<file path="src/hrs_pkg.sv">
package hrs_pkg;

   localparam int DEPTH_DEFAULT = 16;
   localparam int CMD_W         = 2;
   localparam int SN_W          = 64;
   localparam int DATA_W        = 32;
   localparam int SLOT_W        = SN_W + DATA_W;

   localparam logic [CMD_W-1:0] CMD_ADD    = 2'd0;
   localparam logic [CMD_W-1:0] CMD_DROP   = 2'd1;
   localparam logic [CMD_W-1:0] CMD_LOOKUP = 2'd2;

   localparam logic [SN_W-1:0] SN_UNKNOWN = 64'hFFFF_FFFF_0000_0000;

   typedef struct packed {
      logic start;
      logic valid;
      logic lookup;
   } scan_ctl_type;

endpackage

</file>
<file path="src/hrs_ring_mem.sv">
module hrs_ring_mem #(
   parameter int DEPTH = hrs_pkg::DEPTH_DEFAULT
) (
   input  logic                              clock,
   input  logic                              wr_en,
   input  logic [$clog2(DEPTH)-1:0]          wr_addr,
   input  logic [hrs_pkg::SLOT_W-1:0]        wr_data,
   input  logic [$clog2(DEPTH)-1:0]          rd_addr,
   output logic [hrs_pkg::SLOT_W-1:0]        rd_data
);
   import hrs_pkg::*;

   logic [SLOT_W-1:0] slot_ff [DEPTH];
   logic [SLOT_W-1:0] rd_data_ff;

   always_ff @(posedge clock) begin
      if (wr_en) begin
         slot_ff[wr_addr] <= wr_data;
      end
      rd_data_ff <= slot_ff[rd_addr];
   end

   assign rd_data = rd_data_ff;

endmodule

</file>
<file path="src/hrs_scan_unit.sv">
module hrs_scan_unit (
   input  logic                          clock,
   input  logic                          reset,
   input  hrs_pkg::scan_ctl_type         ctl,
   input  logic [hrs_pkg::SN_W-1:0]      key,
   input  logic [hrs_pkg::SN_W-1:0]      slot_sn,
   input  logic [hrs_pkg::DATA_W-1:0]    slot_data,
   output logic [hrs_pkg::SN_W-1:0]      min_sn,
   output logic [hrs_pkg::SN_W-1:0]      max_sn,
   output logic                          found,
   output logic [hrs_pkg::DATA_W-1:0]    found_data
);
   import hrs_pkg::*;

   logic              any_ff;
   logic              found_ff;
   logic [SN_W-1:0]   min_ff;
   logic [SN_W-1:0]   max_ff;
   logic [DATA_W-1:0] data_ff;
   logic              lt_min;
   logic              gt_max;
   logic              hit;

   assign lt_min = $signed(slot_sn) < $signed(min_ff);
   assign gt_max = $signed(slot_sn) > $signed(max_ff);
   assign hit    = ctl.lookup && !found_ff && (slot_sn == key);

   always_ff @(posedge clock) begin
      if (reset || ctl.start) begin
         any_ff   <= 1'b0;
         found_ff <= 1'b0;
      end else if (ctl.valid) begin
         any_ff <= 1'b1;
         if (!any_ff || lt_min) begin
            min_ff <= slot_sn;
         end
         if (!any_ff || gt_max) begin
            max_ff <= slot_sn;
         end
         if (hit) begin
            found_ff <= 1'b1;
            data_ff  <= slot_data;
         end
      end
   end

   assign min_sn     = any_ff ? min_ff : SN_UNKNOWN;
   assign max_sn     = any_ff ? max_ff : SN_UNKNOWN;
   assign found      = found_ff;
   assign found_data = found_ff ? data_ff : '0;

endmodule

</file>
<file path="src/history_ring_with_seq_search.sv">
// A request accepted with N entries stored after its command has acted scans those
// N entries, N running from 0 to DEPTH-1; rsp_valid is then set from ST_DONE once the output is free.
// A new request is taken only in ST_IDLE, once the last response is registered; the
// scan reads one slot per cycle from the single read port of the slot memory.
// Reset (synchronous): head and tail cleared, ring empty; slot memory not cleared.
module history_ring_with_seq_search #(
   parameter int DEPTH = hrs_pkg::DEPTH_DEFAULT
) (
   input  logic                          clock,
   input  logic                          reset,
   input  logic                          req_valid,
   output logic                          req_ready,
   input  logic [hrs_pkg::CMD_W-1:0]     req_command,
   input  logic [hrs_pkg::SN_W-1:0]      req_change_sn,
   input  logic [hrs_pkg::DATA_W-1:0]    req_change_data,
   output logic                          rsp_valid,
   input  logic                          rsp_ready,
   output logic                          rsp_full_res,
   output logic [hrs_pkg::SN_W-1:0]      rsp_min_sn,
   output logic [hrs_pkg::SN_W-1:0]      rsp_max_sn,
   output logic                          rsp_found,
   output logic [hrs_pkg::DATA_W-1:0]    rsp_found_data
);
   import hrs_pkg::*;

   localparam int IDX_W = $clog2(DEPTH);
   localparam logic [IDX_W-1:0] IDX_LAST = IDX_W'(DEPTH - 1);

   typedef enum logic [1:0] {ST_IDLE, ST_SCAN, ST_DONE} state_type;

   function automatic logic [IDX_W-1:0] next_idx(input logic [IDX_W-1:0] i);
      return (i == IDX_LAST) ? '0 : i + 1'b1;
   endfunction

   state_type        state_ff;
   logic [IDX_W-1:0] head_ff, tail_ff, rd_ptr_ff;
   logic [IDX_W-1:0] head_in, tail_in;
   logic             rd_pend_ff;
   logic [CMD_W-1:0] cmd_ff;
   logic [SN_W-1:0]  key_ff;

   logic              rsp_valid_ff;
   logic              full_ff;
   logic [SN_W-1:0]   min_ff, max_ff;
   logic              found_ff;
   logic [DATA_W-1:0] found_data_ff;

   logic              accept;
   logic              rsp_free;
   logic [SLOT_W-1:0] rd_data;
   scan_ctl_type      scan_ctl;
   logic [SN_W-1:0]   scan_min, scan_max;
   logic              scan_found;
   logic [DATA_W-1:0] scan_data;

   assign req_ready = (state_ff == ST_IDLE);
   assign accept    = req_valid && req_ready;
   assign rsp_free  = !rsp_valid_ff || rsp_ready;

   always_comb begin
      head_in = head_ff;
      tail_in = tail_ff;
      case (req_command)
         CMD_ADD: begin
            head_in = next_idx(head_ff);
            if (head_in == tail_ff) begin
               tail_in = next_idx(tail_ff);
            end
         end
         CMD_DROP: begin
            if (tail_ff != head_ff) begin
               tail_in = next_idx(tail_ff);
            end
         end
         default: begin
         end
      endcase
   end

   hrs_ring_mem #(.DEPTH(DEPTH)) u_mem (
      .clock   (clock),
      .wr_en   (accept && (req_command == CMD_ADD)),
      .wr_addr (head_ff),
      .wr_data ({req_change_sn, req_change_data}),
      .rd_addr (rd_ptr_ff),
      .rd_data (rd_data)
   );

   assign scan_ctl.start  = accept;
   assign scan_ctl.valid  = rd_pend_ff;
   assign scan_ctl.lookup = (cmd_ff == CMD_LOOKUP);

   hrs_scan_unit u_scan (
      .clock      (clock),
      .reset      (reset),
      .ctl        (scan_ctl),
      .key        (key_ff),
      .slot_sn    (rd_data[SLOT_W-1:DATA_W]),
      .slot_data  (rd_data[DATA_W-1:0]),
      .min_sn     (scan_min),
      .max_sn     (scan_max),
      .found      (scan_found),
      .found_data (scan_data)
   );

   always_ff @(posedge clock) begin
      if (reset) begin
         state_ff     <= ST_IDLE;
         head_ff      <= '0;
         tail_ff      <= '0;
         rd_ptr_ff    <= '0;
         rd_pend_ff   <= 1'b0;
         rsp_valid_ff <= 1'b0;
      end else begin
         if ((state_ff == ST_DONE) && rsp_free) begin
            rsp_valid_ff <= 1'b1;
         end else if (rsp_ready) begin
            rsp_valid_ff <= 1'b0;
         end
         case (state_ff)
            ST_IDLE: begin
               if (accept) begin
                  head_ff   <= head_in;
                  tail_ff   <= tail_in;
                  rd_ptr_ff <= tail_in;
                  cmd_ff    <= req_command;
                  key_ff    <= req_change_sn;
                  state_ff  <= ST_SCAN;
               end
            end
            ST_SCAN: begin
               if (rd_ptr_ff != head_ff) begin
                  rd_ptr_ff  <= next_idx(rd_ptr_ff);
                  rd_pend_ff <= 1'b1;
               end else begin
                  rd_pend_ff <= 1'b0;
                  state_ff   <= ST_DONE;
               end
            end
            ST_DONE: begin
               if (rsp_free) begin
                  full_ff       <= (next_idx(head_ff) == tail_ff);
                  min_ff        <= scan_min;
                  max_ff        <= scan_max;
                  found_ff      <= scan_found;
                  found_data_ff <= scan_data;
                  state_ff      <= ST_IDLE;
               end
            end
            default: begin
               state_ff <= ST_IDLE;
            end
         endcase
      end
   end

   assign rsp_valid      = rsp_valid_ff;
   assign rsp_full_res   = full_ff;
   assign rsp_min_sn     = min_ff;
   assign rsp_max_sn     = max_ff;
   assign rsp_found      = found_ff;
   assign rsp_found_data = found_data_ff;

   a_busy_after_accept: assert property (@(posedge clock) disable iff (reset)
      accept |=> !req_ready)
      else $error("request accepted while scan in progress");

   a_rsp_from_done: assert property (@(posedge clock) disable iff (reset)
      $rose(rsp_valid) |-> $past(state_ff == ST_DONE))
      else $error("response raised outside completion");

   a_no_read_idle: assert property (@(posedge clock) disable iff (reset)
      (state_ff == ST_IDLE) |-> !rd_pend_ff)
      else $error("slot read pending while idle");

   a_idx_range: assert property (@(posedge clock) disable iff (reset)
      (head_ff <= IDX_LAST) && (tail_ff <= IDX_LAST))
      else $error("ring index out of range");

endmodule

</file>
<file path="config.mk">
export PLATFORM = sky130hd
export DESIGN_NAME = history_ring_with_seq_search
export DESIGN_NICKNAME = d
export VERILOG_FILES = /design/src/hrs_pkg.sv /design/src/hrs_ring_mem.sv /design/src/hrs_scan_unit.sv /design/src/history_ring_with_seq_search.sv
export SDC_FILE = /design/constraint.sdc
export NUM_CORES = 2
export LEC_CHECK = 0
export ABC_CLOCK_PERIOD_IN_PS = 13300
export BUFFER_PORTS_ARGS = -buffer_cell sky130_fd_sc_hd__buf_2
export CORE_ASPECT_RATIO = 1.4
export CORE_UTILIZATION = 50
export CTS_BUF_LIST = sky130_fd_sc_hd__clkbuf_4
export CTS_CLUSTER_SIZE = 28
export DETAILED_ROUTE_END_ITERATION = 12
export PLACE_DENSITY = 0.66
export SYNTH_ARGS = -nofsm -noshare
export SYNTH_HDL_FRONTEND = slang
export SYNTH_SLANG_ARGS = --single-unit
</file>
<file path="constraint.sdc">
create_clock -name clock -period 13.3 [get_ports clock]
set_clock_uncertainty 0.2 [all_clocks]
set_input_delay 1.33 -clock clock [delete_from_list [all_inputs] [get_ports clock]]
set_output_delay 1.33 -clock clock [all_outputs]
set_load 0.05 [all_outputs]
</file>
==> flow_summary.toml <==
[clocking]
htree_levels = 5
cts_resized = 0
cts_root_buffer = "clkbuf_4"
insertion_delay_ns = 1.37
clk_transition_reported_paths_ns = 0.07
cts_hold_buf = 12
cts_buffer_depth = 4
cts_setup_buffers = 0
cts_buffers = 467
cts_tree = "built"
cts_sinks = 2038

[yosys]
synth_area_um2 = 76810
ys.flop_type = "edfxtp_1"
ys_seq_area_share_pct = 78.19
synth.area.top_cells = "edfxtp_1 75%, mux4_2 14%, dfxtp_1 3.0%"
async_reset_ff_share_pct = 0
synth-edff-count = 1924
ys_seq_elements = 2038
synth_warnings = 0
syn_nets = 3709
yosysTopAreaCell = "edfxtp_1"
synth_top_cell_area_share_pct = 75.22
synth.avg_cell_area_um2 = 22.11
yosysUniqueCellTypes = 58
synthCells = 3474

[final_layout]
final_cell_area_um2 = 86890
drive_gt1_share_pct = 34.97
layout_commonest_cell = "edfxtp_1"
final_nets = 4383
fin_util_pct = 57.15
layout_common_cells = "1,924 x edfxtp_1, 733 x clkbuf_4, 480 x mux4_2"
syn2layout_area_growth_pct = 13.12

[setup_path]
path_max_fanout = 40
slowest_stage = "nor3_1"
crit_start = "state_ff[1]"
required_ns = 13.96
worstPathCellList = "nor2_1 -> nand2_1 -> nor3_1 -> nand2_1 -> nor2_4 -> buf_4 -> buf_4"
cp-start-kind = "flop"
path_class = "reg2reg"
worst_r2r_path_depth = 7
r2r_end = "u_mem.slot_ff[12][90]"
cp-end-kind = "flop"
cp.arrival_ns = 5.59
r2r_start = "state_ff[1]"
r2r_setup_slack_ns = 8.37
max_stage_delay_ns = 0.82

[timing]
fmax_mhz = 202.9
period_share_pct = 37.06
period_needed_ns = 4.930
rsz0062_at_grt = "no"
timing.hold.ws_ns = 0.1511
worst_pin_slew_ns = 1.162
finalSetupViolCount = 0
finalSetupTns_ns = 0
slew_violations = 0
timing_hold_violations_final = 0
slew_headroom_pct = 22.52

[detailed_routing]
routed-wl-met3_um = 11610
via_per_inst = 5.737
drtIter0Drc = 2826
top_layer_used = "met5"
antenna_left = 0
drc = 0
dr_wl_met2_um = 90480
first_pass_iters = 7
wl_per_cell_um = 27.42
routed_wl_um = 178400
wl_met1_um = 70660
vias = 37330

[die]
ios = 266
fp.dieArea_um2 = 155200
core_area_um2 = 152000
initial_utilization_pct = 50.52
die_h_um = 465.8
row_count = 169
dieWidth_um = 333.3

[power_and_ir_drop]
internal_power_mw = 10.16
peakVddDrop_v = 0.00009573
power.switching_mw = 3.053
p_per_area_nw_per_um2 = 152.1
p_clk_share_pct = 36.7
power_leakage_nw = 28.66
swShare_pct = 23.10
finalPower_mw = 13.21
power.share.sequential_pct = 55.1
power_frac_comb_pct = 8.2

[global_routing]
grt_antenna_before_repair = 34
grt_pass1_wl_um = 259800
grtUsageTotal_pct = 23.33
grt_pass1_vias = 39230
grt-ovfl-total = 0
grt_max_degree = 115

[hold_path]
min_from = "req_change_sn[11]"
whs_path_depth = 1
hold_end = "u_mem.slot_ff[2][43]"
hp-class = "in2reg"

[placement]
routabilityCongestion = 0.8674
dpl.hpwl_um = 104700
postPlaceCellArea_um2 = 80720
io_buffers = 265

[run_status]
status = "completed"

[flow_run]
maxCapViolCount = 0
stage by stage:
stage,setup WS (ns),cells
floorplan,3.648,3474
global placement,7.605,5633
detailed placement,7.558,5633
CTS,8.328,6495
global route,8.134,6503
finish,8.370,6507
worst max-delay path, delay by kind of cell (launching register included):
kind | cells | cell delay, ns
and+or+nand+nor | 5 | 2.33
DFF | 1 | 0.33
buffers and inverters | 2 | 1.44
synthesized netlist by cell type, types with 3 or more instances:
cell type  number
o211ai_1        3
edfxtp_1     1924
a21oi_1        39
xnor2_1        55
nor4_1         12
and2_1         36
nand2b_1        6
clkbuf_1       94
a221oi_1        5
xor2_1         24
o21ai_0        15
a21o_1         22
and4_1          3
nor2b_1         5
buf_2          10
nor3_1         16
nand2_1        96
o21a_1          7
inv_1         136
a211oi_1        6
mux4_2        480
nand4_1        34
ha_1          133
buf_1          29
nor2_1        101
a31oi_1         5
or2_1           3
a41oi_1         3
nand3_1        15
or4_1           3
mux2i_1         6
dfxtp_1       114
power groups by stage:
stage                     Clock [mW]  Sequential [mW]  Combinational (mW)
after floorplan                    0             7.38               0.716
after global placement             0             7.42                1.09
after detailed placement           0             7.42                1.10
after CTS                       4.99             7.28                1.10
after global routing            5.29             7.29                1.16
final                           4.85             7.28                1.08
how the worst max path moves through the flow:
stage                            endpoint
global placement    u_mem.slot_ff[12][84]
CTS                 u_mem.slot_ff[12][90]
detailed placement  u_mem.slot_ff[12][84]
global route        u_mem.slot_ff[12][78]
floorplan             u_mem.slot_ff[3][0]
finish              u_mem.slot_ff[12][90]
routing by layer:
metal	up-vias	global-route usage [%]
li1	15980	-
met2	1434	38.83
met1	19570	30.01
met4	28	8.798
met5	-	0
met3	317	5.368
state kept, by name, summed over array words and instances, names as in the netlist, 2 cells and up:
signal and cells:
cmd_ff 2, head_ff 4, key_ff 64, rd_ptr_ff 4, rsp_found_data 32, rsp_max_sn 64, rsp_min_sn 64, state_ff 2
tail_ff 4, u_mem.rd_data 96, u_mem.slot_ff 1536, u_scan.data_ff 32, u_scan.max_ff 64, u_scan.min_ff 64
area by class of cell:
class | instances | area, um^2
repair buffers | 340 | 1944
diodes | 12 | 30.03
multi-input cells | 1164 | 15850
fillers | 11300 | 65150
clock buffers | 733 | 5503
well taps | 1966 | 2460
flip-flops and latches | 2038 | 60080
inverters | 137 | 514.2
clock inverters | 117 | 514.2
kinds of logic (layout without fill, tap and decap cells):
group	Yosys count	in the layout	share of synthesized area, %
flip-flops	2038	2038	78.19
AO/OA/AOI/OAI	129	129	1.131
AND/OR/NAND/NOR	336	336	2.064
other	0	12	0
multiplexers	486	486	14.15
adder cells (fa/ha/maj)	133	133	2.167
buffers and inverters	272	1327	1.365
XOR/XNOR	80	80	0.9301
No activity file was read; power rests on OpenSTA's default activity.
